<file path="src/rtl/core/stt_pkg.sv">
package stt_pkg;

	localparam int NUM_SLOTS  = 64;
	localparam int IDENT_BITS = 64;
	localparam int SLOT_W     = $clog2(NUM_SLOTS);
	localparam int SLOT_OUT_W = 7;
	localparam int KIND_W     = 3;
	localparam int ID_IN_W    = 64;

	localparam logic [SLOT_OUT_W-1:0] SLOT_NONE = SLOT_OUT_W'(NUM_SLOTS);

	typedef enum logic [KIND_W-1:0] {
		KIND_CLEAR   = 3'd0,
		KIND_TRACK   = 3'd1,
		KIND_REMOVE  = 3'd2,
		KIND_ITERATE = 3'd3,
		KIND_FIND    = 3'd4
	} kind_t;

	typedef struct packed {
		logic              any;
		logic [SLOT_W-1:0] idx;
	} enc_res_t;

endpackage

</file>
<file path="src/rtl/core/stt_top_enc.sv">
module stt_top_enc (
	input  logic [stt_pkg::NUM_SLOTS-1:0] vec,
	output stt_pkg::enc_res_t             res
);

	always_comb begin
		res.any = |vec;
		res.idx = '0;
		for (int i = 0; i < stt_pkg::NUM_SLOTS; i++) begin
			if (vec[i]) begin
				res.idx = stt_pkg::SLOT_W'(i);
			end
		end
	end

endmodule

</file>
<file path="config.mk">
export PLATFORM = sky130hd
export DESIGN_NAME = stt_top_enc
export DESIGN_NICKNAME = d
export VERILOG_FILES = /design/src/rtl/core/stt_pkg.sv /design/src/rtl/core/stt_top_enc.sv
export SDC_FILE = /design/constraint.sdc
export NUM_CORES = 1
export LEC_CHECK = 0
export ABC_AREA = 1
export BUFFER_PORTS_ARGS = -buffer_cell sky130_fd_sc_hd__clkbuf_2
export CAP_MARGIN = 10
export CORE_UTILIZATION = 40
export DETAILED_ROUTE_END_ITERATION = 8
export PLACE_DENSITY = 0.79
export SLEW_MARGIN = 20
export SYNTH_ARGS = -nofsm -noshare
export SYNTH_HDL_FRONTEND = slang
export SYNTH_SLANG_ARGS = --single-unit
</file>
<file path="constraint.sdc">
create_clock -name vclk -period 4.05
set_input_delay 0.81 -clock vclk [all_inputs]
set_output_delay 0.81 -clock vclk [all_outputs]
set_load 0.1 [all_outputs]
</file>
==> impl_metrics.yaml <==
yosys:
  synth.distinct_cells: 12
  synth_warnings: 0
  synth_area_per_cell_sq_um: 4.922
  synth.cell_area_sq_um: 1117
  synth_nets: 291
  syn_inst: 227
  seq_area_frac_synth_pct: 0
layout:
  mostFrequentLayoutCell: "nand2_1"
  drive_above_1_share_pct: 32.57
  n_antenna_cell: 0
  final_core_util_pct: 62.48
  regArea_sq_um: 0
  mostFrequentLayoutCells: "nand2_1 (109), clkbuf_2 (69), inv_1 (43)"
  design_area_sq_um: 1604
  nets: 370
  clkbuf_count: 0
  nFlopsAndLatches: 0
  area_delta_synth_final_pct: 43.56
global_route:
  grt_max_degree: 4
  grt_pass1_wl_microns: 3843
  track_usage_pct: 16.44
  first_global_vias: 1124
  met3_usage_pct: 2.500
  grt.busiest_layer: "met2"
  met2_usage_pct: 32.93
  overflow: 0
  use_met1_pct: 18.77
  antenna_found_initial: 0
detailed_routing:
  drt_wl_total_microns: 2331
  drt_first_pass_iters: 4
  avgRoutedWirePerCell_microns: 6.979
  first_iter_violations: 10
  ant_nets: 0
  via_count: 1368
  remaining_drc_errors: 0
  viasPerCell: 4.096
sta:
  fin_crit_ns: 4.840
  maxSlewViolCount: 0
  slew-limit-headroom_pct: 62.98
  rsz0062_at_grt: "true"
  setup_viol: 1
  hold_viol: 0
  worst_pin_slew_ns: 0.5577
  fin_ws_ns: -0.7897
  min_period_over_period_pct: 119.5
  max_freq_mhz: 206.6
  fin_tns_setup_ns: -0.7897
die:
  die_h_microns: 54.85
  start_util_pct: 43.52
  fp.dieW_microns: 54.85
  dieArea_sq_um: 3009
  rows: 18
  fp.coreArea_sq_um: 2567
  pin_count: 71
pwr:
  leakagePower_nw: 1.110
  p_switching_mw: 0.06310
  finalPower_mw: 0.1437
  pwr-share-seq_pct: 0
  worst_ir_drop_vdd_uv: 71.92
  clkPwrFrac_pct: 0
  p_sw_share_pct: 43.91
  internal_power_mw: 0.08059
  pwr-share-comb_pct: 100.0
  p_per_area_nw_per_um2: 89.58
placement:
  port_buffers: 71
  place_area_sq_um: 1604
  gp_congestion: 0.7414
  dpl.hpwl_microns: 2249
run_status:
  violations: "negative setup slack"
  status: "finished, violations left"
flow_run:
  cap_violations: 0
clock_tree:
  cts_resized: 0
  ctsHoldBuffers: 0
  post_cts_buffers: 0
worst_setup_path:
  arrival_ns: 4.03
  worstPathRequired_ns: 3.24
  crit_slowest_cell: "buf_12"
  cp_max_fo: 2
  critPathMaxStageDelay_ns: 0.16
  end_kind: "output pin"
  critPathLaunchType: "input port"
  worst-setup-path-type: "input port to output pin"
  crit_top_cell: "nand2_1"
min_path:
  worstHoldPathType: "input port to output pin"
-- per-stage QoR --
stage	std cells	setup WS [ns]	hold WS [ns]
finish	334	-0.7897	2.025
global route	334	-1.578	2.060
CTS	334	-0.8586	2.032
detailed placement	334	-0.8508	2.032
global placement	334	-0.8012	2.021
floorplan	227	-0.3676	1.854
-- synthesized netlist by cell type, drive strengths merged --
cell type,count,share of area [%]
bufinv,17,27
a31oi,2,1.1
inv,46,15
o31ai,1,0.67
nand3,2,0.90
nor2,41,14
nor3,1,0.45
nor4,2,1.1
nand4,1,0.56
o21bai,3,2.0
nand2,111,37
-- repair_timing --
item / CTS / global route
endpoints found under the setup margin: 1 / 1
pin swaps: 0 / 0
cloned: 0 / 0
-- power groups by stage --
stage	Clock (mW)	Combinational (mW)	Sequential, mW
floorplan	0	0.0904	0
global placement	0	0.143	0
detailed placement	0	0.145	0
CTS	0	0.145	0
global route	0	0.162	0
finish	0	0.144	0
-- logic make-up after synthesis --
family / Yosys count / share of synthesized area (%)
AO/OA/AOI/OAI: 6 / 3.807
buffers and inverters: 63 / 42.11
AND/OR/NAND/NOR: 158 / 54.09
-- per-layer routing --
layer / wire length [microns] / vias to the layer above
met5: 0 / -
met4: 0 / 0
met3: 177 / 0
met2: 1138 / 40
met1: 1015 / 532
li1: - / 796
-- area by class of cell --
cell class,instances,area [sq um]
fillers,283,963.4
multi-input cells,164,665.6
inverters,63,470.5
repair buffers,77,430.4
well taps,30,37.54
-- critical path: cells and delay by family --
kind	cells	cell delay, ns
simple gates	62	2.92
buf+inv	3	0.28
-- worst paths after layout --
path | from | end | slack [ns] | depth (start not counted)
setup / recovery | vec[2] | res[0] | -0.79 | 65
hold / removal | vec[63] | res[0] | 2.03 | 4
Note: power is estimated with default switching activity, not from simulation.
